<file path="src/rtl/bmprle_pkg.sv">
// ---------------------------------------------------------------------------
// bmprle_pkg
// types, constants and step helpers for the BMP RLE8/RLE4 stream decoder
// ---------------------------------------------------------------------------
`default_nettype none

package bmprle_pkg;

  localparam int DataWidth  = 64;
  localparam int ColWidth   = 17;
  localparam int RowWidth   = 16;

  localparam logic [16:0] ColMax      = 17'h1FFFF;
  localparam logic [3:0]  NibbleMask  = 4'd15;
  localparam logic [7:0]  EscEol      = 8'd0;
  localparam logic [7:0]  EscEop      = 8'd1;
  localparam logic [7:0]  EscDelta    = 8'd2;

  localparam logic [1:0]  REG_DECODE_MODE  = 2'd0;
  localparam logic [1:0]  REG_IMAGE_WIDTH  = 2'd1;
  localparam logic [1:0]  REG_IMAGE_HEIGHT = 2'd2;

  localparam logic        ResetMode   = 1'b0;
  localparam logic [15:0] ResetWidth  = 16'd640;
  localparam logic [15:0] ResetHeight = 16'd480;

  typedef enum logic [2:0] {
    PH_COUNT = 3'd0,
    PH_VALUE = 3'd1,
    PH_DX    = 3'd2,
    PH_DY    = 3'd3,
    PH_ABS   = 3'd4,
    PH_PAD   = 3'd5
  } phase_t;

  typedef struct packed {
    logic        mode;
    logic [15:0] width;
    logic [15:0] height;
  } cfg_t;

  typedef struct packed {
    phase_t      phase;
    logic [7:0]  held_count;
    logic [16:0] column_pos;
    logic [15:0] row_pos;
    logic [7:0]  absolute_left;
    logic        pad_pending;
    logic        finished;
  } state_t;

  typedef struct packed {
    logic        valid;
    logic [15:0] row;
    logic [16:0] column;
    logic [7:0]  run_length;
    logic [7:0]  first_value;
    logic [7:0]  second_value;
    logic        line_end;
    logic        picture_end;
  } result_t;

  function automatic state_t start_picture(input logic [15:0] height);
    state_t s;
    s.phase         = PH_COUNT;
    s.held_count    = 8'd0;
    s.column_pos    = 17'd0;
    s.absolute_left = 8'd0;
    s.pad_pending   = 1'b0;
    s.row_pos       = (height == 16'd0) ? 16'd0 : height - 16'd1;
    s.finished      = (height == 16'd0);
    return s;
  endfunction

  function automatic logic [16:0] advance_col(input logic [16:0] col, input logic [7:0] n);
    logic [17:0] sum;
    sum = {1'b0, col} + {10'd0, n};
    return sum[17] ? ColMax : sum[16:0];
  endfunction

  function automatic logic past_width(input logic [16:0] col, input logic [15:0] width);
    return col > ({1'b0, width} + 17'd1);
  endfunction

  function automatic state_t close_line(input state_t s);
    state_t r;
    r = s;
    r.column_pos = 17'd0;
    if (s.row_pos == 16'd0) begin
      r.finished = 1'b1;
    end else begin
      r.row_pos = s.row_pos - 16'd1;
    end
    return r;
  endfunction

  function automatic result_t make_result(
    input logic [15:0] row,
    input logic [16:0] col,
    input logic [7:0]  len,
    input logic [7:0]  a,
    input logic [7:0]  b,
    input logic        le,
    input logic        pe
  );
    result_t r;
    r.valid        = 1'b1;
    r.row          = row;
    r.column       = col;
    r.run_length   = len;
    r.first_value  = a;
    r.second_value = (len == 8'd1) ? a : b;
    r.line_end     = le;
    r.picture_end  = pe;
    return r;
  endfunction

endpackage

`default_nettype wire

</file>
<file path="src/rtl/bmprle_core.sv">
// ---------------------------------------------------------------------------
// bmprle_core
// decoder state registers and the per-byte step logic
// ---------------------------------------------------------------------------
`default_nettype none

module bmprle_core (
  input  wire                  clk,
  input  wire                  rst,
  input  wire                  step,
  input  wire  [7:0]           data_byte,
  input  wire                  restart,
  input  wire                  cfg_restart,
  input  bmprle_pkg::cfg_t     cfg,
  output bmprle_pkg::result_t  res
);

  bmprle_pkg::state_t cur;
  bmprle_pkg::state_t st;
  bmprle_pkg::state_t nx;
  logic               pending;
  logic [7:0]         hi;
  logic [7:0]         lo;
  logic [7:0]         abs_n;
  logic [8:0]         pad_sum;
  logic               pad_calc;
  logic [15:0]        dy_row;
  logic               le;

  always_comb begin
    st  = (restart || pending) ? bmprle_pkg::start_picture(cfg.height) : cur;
    nx  = st;
    res = '0;
    le  = 1'b0;
    hi  = cfg.mode ? {4'd0, data_byte[7:4]} : data_byte;
    lo  = cfg.mode ? {4'd0, data_byte[3:0] & bmprle_pkg::NibbleMask} : data_byte;
    pad_sum  = {1'b0, data_byte} + 9'd1;
    pad_calc = cfg.mode ? pad_sum[1] : data_byte[0];
    if (cfg.mode) begin
      abs_n = (st.absolute_left >= 8'd2) ? 8'd2 : st.absolute_left;
    end else begin
      abs_n = (st.absolute_left >= 8'd1) ? 8'd1 : st.absolute_left;
    end
    dy_row = st.row_pos - {8'd0, data_byte};

    if (!st.finished) begin
      unique case (st.phase)
        bmprle_pkg::PH_VALUE: begin
          nx.phase = bmprle_pkg::PH_COUNT;
          priority if (st.held_count != 8'd0) begin
            nx.column_pos = bmprle_pkg::advance_col(st.column_pos, st.held_count);
            le = bmprle_pkg::past_width(nx.column_pos, cfg.width);
            if (le) begin
              nx = bmprle_pkg::close_line(nx);
            end
            res = bmprle_pkg::make_result(st.row_pos, st.column_pos, st.held_count,
                                          hi, lo, le, nx.finished);
          end else if (data_byte == bmprle_pkg::EscEol) begin
            nx  = bmprle_pkg::close_line(nx);
            res = bmprle_pkg::make_result(st.row_pos, st.column_pos, 8'd0, 8'd0, 8'd0,
                                          1'b1, nx.finished);
          end else if (data_byte == bmprle_pkg::EscEop) begin
            nx.finished = 1'b1;
            res = bmprle_pkg::make_result(st.row_pos, st.column_pos, 8'd0, 8'd0, 8'd0,
                                          1'b0, 1'b1);
          end else if (data_byte == bmprle_pkg::EscDelta) begin
            nx.phase = bmprle_pkg::PH_DX;
          end else begin
            nx.absolute_left = data_byte;
            nx.pad_pending   = pad_calc;
            nx.phase         = bmprle_pkg::PH_ABS;
          end
        end
        bmprle_pkg::PH_DX: begin
          nx.column_pos = bmprle_pkg::advance_col(st.column_pos, data_byte);
          nx.phase      = bmprle_pkg::PH_DY;
        end
        bmprle_pkg::PH_DY: begin
          nx.phase = bmprle_pkg::PH_COUNT;
          if ({8'd0, data_byte} > st.row_pos) begin
            nx.finished = 1'b1;
            res = bmprle_pkg::make_result(16'd0, st.column_pos, 8'd0, 8'd0, 8'd0,
                                          1'b0, 1'b1);
          end else begin
            nx.row_pos = dy_row;
            if (bmprle_pkg::past_width(st.column_pos, cfg.width)) begin
              nx  = bmprle_pkg::close_line(nx);
              res = bmprle_pkg::make_result(dy_row, st.column_pos, 8'd0, 8'd0, 8'd0,
                                            1'b1, nx.finished);
            end
          end
        end
        bmprle_pkg::PH_ABS: begin
          nx.column_pos    = bmprle_pkg::advance_col(st.column_pos, abs_n);
          nx.absolute_left = st.absolute_left - abs_n;
          if (nx.absolute_left == 8'd0) begin
            if (st.pad_pending) begin
              nx.phase = bmprle_pkg::PH_PAD;
            end else begin
              nx.phase = bmprle_pkg::PH_COUNT;
              le = bmprle_pkg::past_width(nx.column_pos, cfg.width);
              if (le) begin
                nx = bmprle_pkg::close_line(nx);
              end
            end
          end
          res = bmprle_pkg::make_result(st.row_pos, st.column_pos, abs_n, hi, lo,
                                        le, nx.finished);
        end
        bmprle_pkg::PH_PAD: begin
          nx.pad_pending = 1'b0;
          nx.phase       = bmprle_pkg::PH_COUNT;
          if (bmprle_pkg::past_width(st.column_pos, cfg.width)) begin
            nx  = bmprle_pkg::close_line(nx);
            res = bmprle_pkg::make_result(st.row_pos, st.column_pos, 8'd0, 8'd0, 8'd0,
                                          1'b1, nx.finished);
          end
        end
        default: begin
          nx.held_count = data_byte;
          nx.phase      = bmprle_pkg::PH_VALUE;
        end
      endcase
    end
  end

  always_ff @(posedge clk) begin
    if (rst) begin
      cur     <= bmprle_pkg::start_picture(bmprle_pkg::ResetHeight);
      pending <= 1'b1;
    end else begin
      if (step) begin
        cur <= nx;
      end
      if (cfg_restart) begin
        pending <= 1'b1;
      end else if (step) begin
        pending <= 1'b0;
      end
    end
  end

endmodule

`default_nettype wire

</file>
<file path="src/rtl/bmp_rle_stream_decoder.sv">
// output: a result is registered and appears on m_tvalid in the cycle after its input transaction
// throughput: one compressed byte per cycle; input stalls while a result waits on m_tready
// the per-byte step is one pass of logic between the state and output registers
// reset: RLE8, 640 x 480, decoder at picture start, output empty
// a configuration write restarts the picture at the next input byte
// ---------------------------------------------------------------------------
// bmp_rle_stream_decoder
// BMP RLE8/RLE4 stream decoder, one byte in, at most one pixel run out
// ---------------------------------------------------------------------------
`default_nettype none

module bmp_rle_stream_decoder (
  input  wire         clk,
  input  wire         rst,
  input  wire         s_tvalid,
  output logic        s_tready,
  input  wire  [7:0]  s_tdata,   // data_byte
  input  wire  [0:0]  s_tuser,   // restart
  output logic        m_tvalid,
  input  wire         m_tready,
  output logic [63:0] m_tdata,   // row, column, run_length, first_value, second_value
  output logic [0:0]  m_tuser,   // line_end
  output logic        m_tlast,   // picture_end
  input  wire         cfg_valid,
  output logic        cfg_ready,
  input  wire  [1:0]  cfg_index,
  input  wire  [15:0] cfg_data
);

  bmprle_pkg::cfg_t    cfg;
  bmprle_pkg::result_t res;
  bmprle_pkg::result_t out_res;
  logic                accept;
  logic                cfg_hit;

  assign cfg_ready = 1'b1;
  assign s_tready  = !m_tvalid || m_tready;
  assign accept    = s_tvalid && s_tready;
  assign cfg_hit   = cfg_valid && cfg_ready &&
                     ((cfg_index == bmprle_pkg::REG_DECODE_MODE) ||
                      (cfg_index == bmprle_pkg::REG_IMAGE_WIDTH) ||
                      (cfg_index == bmprle_pkg::REG_IMAGE_HEIGHT));

  always_ff @(posedge clk) begin
    if (rst) begin
      cfg.mode   <= bmprle_pkg::ResetMode;
      cfg.width  <= bmprle_pkg::ResetWidth;
      cfg.height <= bmprle_pkg::ResetHeight;
    end else if (cfg_valid && cfg_ready) begin
      unique case (cfg_index)
        bmprle_pkg::REG_DECODE_MODE:  cfg.mode   <= cfg_data[0];
        bmprle_pkg::REG_IMAGE_WIDTH:  cfg.width  <= cfg_data;
        bmprle_pkg::REG_IMAGE_HEIGHT: cfg.height <= cfg_data;
        default: ;
      endcase
    end
  end

  bmprle_core u_core (
    .clk         (clk),
    .rst         (rst),
    .step        (accept),
    .data_byte   (s_tdata),
    .restart     (s_tuser[0]),
    .cfg_restart (cfg_hit),
    .cfg         (cfg),
    .res         (res)
  );

  always_ff @(posedge clk) begin
    if (rst) begin
      m_tvalid <= 1'b0;
    end else if (accept && res.valid) begin
      m_tvalid <= 1'b1;
    end else if (m_tready) begin
      m_tvalid <= 1'b0;
    end
  end

  always_ff @(posedge clk) begin
    if (accept && res.valid) begin
      out_res <= res;
    end
  end

  assign m_tdata = {7'd0, out_res.second_value, out_res.first_value, out_res.run_length,
                    out_res.column, out_res.row};
  assign m_tuser = out_res.line_end;
  assign m_tlast = out_res.picture_end;

endmodule

`default_nettype wire

</file>
<file path="config.mk">
export PLATFORM = sky130hd
export DESIGN_NAME = bmp_rle_stream_decoder
export DESIGN_NICKNAME = d
export VERILOG_FILES = /design/src/rtl/bmprle_pkg.sv /design/src/rtl/bmprle_core.sv /design/src/rtl/bmp_rle_stream_decoder.sv
export SDC_FILE = /design/constraint.sdc
export NUM_CORES = 1
export LEC_CHECK = 0
export BUFFER_PORTS_ARGS = -buffer_cell sky130_fd_sc_hd__buf_2
export CORE_MARGIN = 1
export CORE_UTILIZATION = 55
export DETAILED_ROUTE_END_ITERATION = 16
export PLACE_DENSITY = 0.74
export RECOVER_POWER = 50
export SYNTH_ARGS = -nofsm -noshare
export SYNTH_HDL_FRONTEND = slang
export SYNTH_SLANG_ARGS = --single-unit
</file>
<file path="constraint.sdc">
create_clock -name clk -period 11.6 [get_ports clk]
set_input_delay 2.32 -clock clk [delete_from_list [all_inputs] [get_ports clk]]
set_output_delay 2.32 -clock clk [all_outputs]
set_load 0.01 [all_outputs]
</file>
==> run_results.csv <==
group,metric,value,unit
grt,grt_use_total,35.9,%
worst_setup_path,worst-setup-path-type,"input port to flip-flop",
place,io_buffers,92,
timing,max_freq,109,MHz
worst_setup_path,critPathArrivalTime,9.49,ns
place,gp_congestion,0.967,
timing,clock_skew,0.0175,ns
detailed_routing,via_per_inst,6.52,
run_status,status,"finished, violations left",
timing,hold_ws,0.456,ns
worst_setup_path,crit_family,"simple AND/OR/NAND/NOR gates",
synth,ys_warn_count,0,
worst_setup_path,crit_buf_inv,2,
worst_setup_path,cp_max_fo,37,
worst_setup_path,required,11.90,ns
worst_hold_path,hp-class,"flip-flop to flip-flop",
detailed_routing,post-route-drc-count,0,
worst_setup_path,worstPathCellList,"clkbuf_1 > nor2_4 > clkbuf_1 > nand2_1 > or3_1 > nor2_1 > nor4b_1 > nor2_1 > o2111ai_1 > ha_1 > nand4_1 > nor2_1 > o221ai_1 > a31oi_1 > o21ai_0 > nor4_2 > o211ai_1 > or3_1 > o21ai_0 > o311a_1 > o21ai_1",
detailed_routing,firstDrtPassIters,8,
clocking,cts_inserted_buffers,17,
synth,async_flop_share,0,%
synth,synth_top_flop_cell,"dfxtp_1",
clocking,holdBufCountCts,0,
power_and_ir_drop,irDropWorstVdd,0.0000908,V
grt,grt_max_degree,66,
clocking,htree_levels,4,
worst_setup_path,r2r_cells,20,
floorplan,die_h,155,um
run_status,violations,"capacitance limit, slew limit",
cells_and_area,final_nets,1854,
detailed_routing,vias,13328,
clocking,clkLatencyLatePin,0.44,ns
timing,relSlewSlack,-139,%
place,hpwl,32.2,mm
floorplan,num_rows,55,
synth,synth-seq-cells,144,
synth,syn_inst,1665,
clocking,post_cts_buffers,0,
worst_setup_path,crit_path_top_delay_cell,"clkbuf_1",
detailed_routing,drt-total-wl,43.5,mm
worst_setup_path,max_stage_delay,1.37,ns
timing,worstMarginPinSlew,3.58,ns
clocking,cts_max_path_buffers,2,
synth,ys_types,112,
power_and_ir_drop,p_leak,5.29,nW
synth,ys_seq_area_share,26.6,%
worst_setup_path,worst_setup_path_end_kind,"flip-flop",
grt,overflow,0,
timing,drv_slew,171,
clocking,ctsResizeCount,0,
power_and_ir_drop,p_clk_share,43.1,%
detailed_routing,detail_route.wl_per_cell,21.3,um
floorplan,chipWidth,155,um
synth,syn_area,0.0129,mm^2
timing,setup-tns-final,0,ns
grt,grt_pass1_vias,12151,
cells_and_area,diodes,0,
job,cap_violations,4,
grt,grt_first_pass_wirelength,67.2,mm
power_and_ir_drop,pwr-share-comb,18.0,%
clocking,root_buffer,"clkbuf_16",
cells_and_area,drive_above_1_share,7.62,%
cells_and_area,area_growth,8.55,%
power_and_ir_drop,power_density,101,mW/mm^2
power_and_ir_drop,swShare,31.9,%
power_and_ir_drop,p_sw,0.000449,W
worst_setup_path,cpMostUsedCell,"nor2_1",
detailed_routing,ant_nets,0,
detailed_routing,initialDrtViolationCount,1643,
clocking,cts.clk_slew.worst_paths,0.08,ns
timing,min_period,9.19,ns
worst_setup_path,worst-path-stages,21,
worst_hold_path,min_path_cells,2,
floorplan,start_util,56.6,%
timing,hold_violations,0,
clocking,clkSinkCount,144,
timing,setup_viol,0,
power_and_ir_drop,p_seq_share,38.9,%
synth,synth_edf_count,55,
clocking,cts_tree,"done",
timing,finalCritPeriodShare,79.2,%
synth,synth_area_per_cell,7.74,um^2
timing,grt_setup_unrepaired,"false",
worst_setup_path,critPathLaunchType,"input port",
grt,grt_antenna_before_repair,0,
floorplan,io_pins,101,
power_and_ir_drop,intPower,0.000959,W
floorplan,core_area,0.0228,mm^2
floorplan,dieArea,0.0240,mm^2
-- cells in the mapped netlist (9+ instances only) --
cell / count / area share (%)
a211oi_1: 16 / 0.93
a21o_1: 18 / 1.0
a21oi_1: 144 / 5.6
a22oi_1: 37 / 2.2
a31oi_1: 14 / 0.68
and2_1: 35 / 1.7
and3_1: 15 / 0.73
buf_4: 14 / 0.82
clkbuf_1: 62 / 1.8
dfxtp_1: 89 / 14
edfxtp_1: 55 / 13
ha_1: 98 / 9.5
inv_1: 56 / 1.6
mux2i_1: 16 / 1.2
nand2_1: 221 / 6.4
nand2b_1: 20 / 0.97
nand3_1: 37 / 1.4
nand4_1: 20 / 0.97
nor2_1: 162 / 4.7
nor2b_1: 25 / 1.2
nor3_1: 54 / 2.1
nor4_1: 15 / 0.73
o211ai_1: 12 / 0.70
o21a_1: 18 / 1.0
o21ai_0: 124 / 4.8
o21ai_1: 9 / 0.35
o22ai_1: 9 / 0.44
o31ai_1: 12 / 0.70
xnor2_1: 43 / 2.9
xor2_1: 23 / 1.6
-- placed cells by master, fill, tap and decap left out, types with 8 or more instances in the layout --
cell type / instances
buf_4: 14
a211oi_1: 16
a21o_1: 18
conb_1: 18
o21a_1: 18
xor2_1: 23
mux2i_1: 16
or4_1: 8
o31ai_1: 11
nand4_1: 20
o22ai_1: 9
a22oi_1: 37
o21ai_1: 8
nand3_1: 37
nor4_1: 15
and3_1: 15
nand2_1: 221
edfxtp_1: 55
o211ai_1: 12
buf_2: 29
clkbuf_1: 68
dfxtp_1: 89
nor3_1: 54
a21oi_1: 144
o21ai_0: 125
xnor2_1: 43
and2_1: 33
a31oi_1: 14
or2_2: 8
nor2_1: 160
nand2b_1: 20
ha_1: 98
inv_1: 56
clkbuf_16: 18
nor2b_1: 25
-- power groups by stage --
| stage | Combinational, W | Clock [W] | Sequential (W) |
|---|---|---|---|
| after global routing | 0.000273 | 0.000625 | 0.000549 |
| after floorplan | 0.000186 | 0 | 0.000550 |
| after global placement | 0.000241 | 0 | 0.000558 |
| after CTS | 0.000246 | 0.000605 | 0.000546 |
| after detailed placement | 0.000244 | 0 | 0.000558 |
| final | 0.000254 | 0.000607 | 0.000547 |
-- state kept, by name, summed over array words and instances (netlist names) --
name and cells:
m_tlast 1, m_tvalid 1, m_tdata 53, cfg 33, u_core.pending 1, u_core.cur 54
m_tuser 1
-- logic make-up (layout without fill, tap and decap cells) --
family	after synthesis	in the layout	share of synthesized area, %
buffers and inverters	149	200	5.59
and+or+nand+nor	678	678	26.0
other	2	18	0.0583
xor gates and xnor gates	66	66	4.48
muxes	22	22	1.80
adders and majority gates	103	103	10.3
AOI/OAI and AO/OA	501	501	25.2
DFF	144	144	26.6
-- worst register-to-register path, cell delays in order (launching register included) --
cell,delay (ns)
dfxtp_1,0.42
nor2_4,0.15
clkbuf_1,1.37
nand2_1,0.53
or3_1,0.56
nor2_1,0.43
nor4b_1,0.44
nor2_1,0.28
o2111ai_1,0.19
ha_1,0.20
nand4_1,0.13
nor2_1,0.18
o221ai_1,0.15
a31oi_1,0.14
o21ai_0,0.18
nor4_2,0.61
o211ai_1,0.50
or3_1,0.52
o21ai_0,0.19
o311a_1,0.19
o21ai_1,0.06
-- stage by stage --
step           area [um^2]  cells  setup slack (ns)  utilization, %  total power, W
2_1_floorplan        12900   1681              2.42               -        0.000736
3_3_place_gp         13500   2013              3.08            59.1        0.000799
3_5_place_dp         13500   2013              2.76            59.1        0.000801
4_1_cts              14100   2045              3.17            61.9         0.00140
5_1_grt              14000   2045              2.01            61.4         0.00145
6_report             14000   2045              2.41            61.4         0.00141
-- layer usage --
metal  GRT usage (%)  vias to the layer above  part of all wire (%)
met1            50.4                     6272                    43
met4            12.8                        0                   2.7
met3            6.18                       96                    10
li1                -                     6161                     -
met2            55.3                      799                    44
met5               0                        -                     0
-- final cells by class --
type                       instances  area, um^2
multi-input combinational       1388        8830
timing repair buffer             111         505
clock buffer                      18         450
sequential                       144        3430
inverter                          57         214
fill                            2124        8790
clock inverter                    14         166
tap                              313         392
-- path summary, 6_finish.rpt --
path,from,to,slack (ns)
max,s_tuser,u_core.cur[14],2.41
min,u_core.cur[28],u_core.cur[28],0.46
max reg2reg,u_core.pending,u_core.cur[14],4.05
min reg2reg,u_core.cur[28],u_core.cur[28],0.46
No activity file was read; power rests on OpenSTA's default activity.
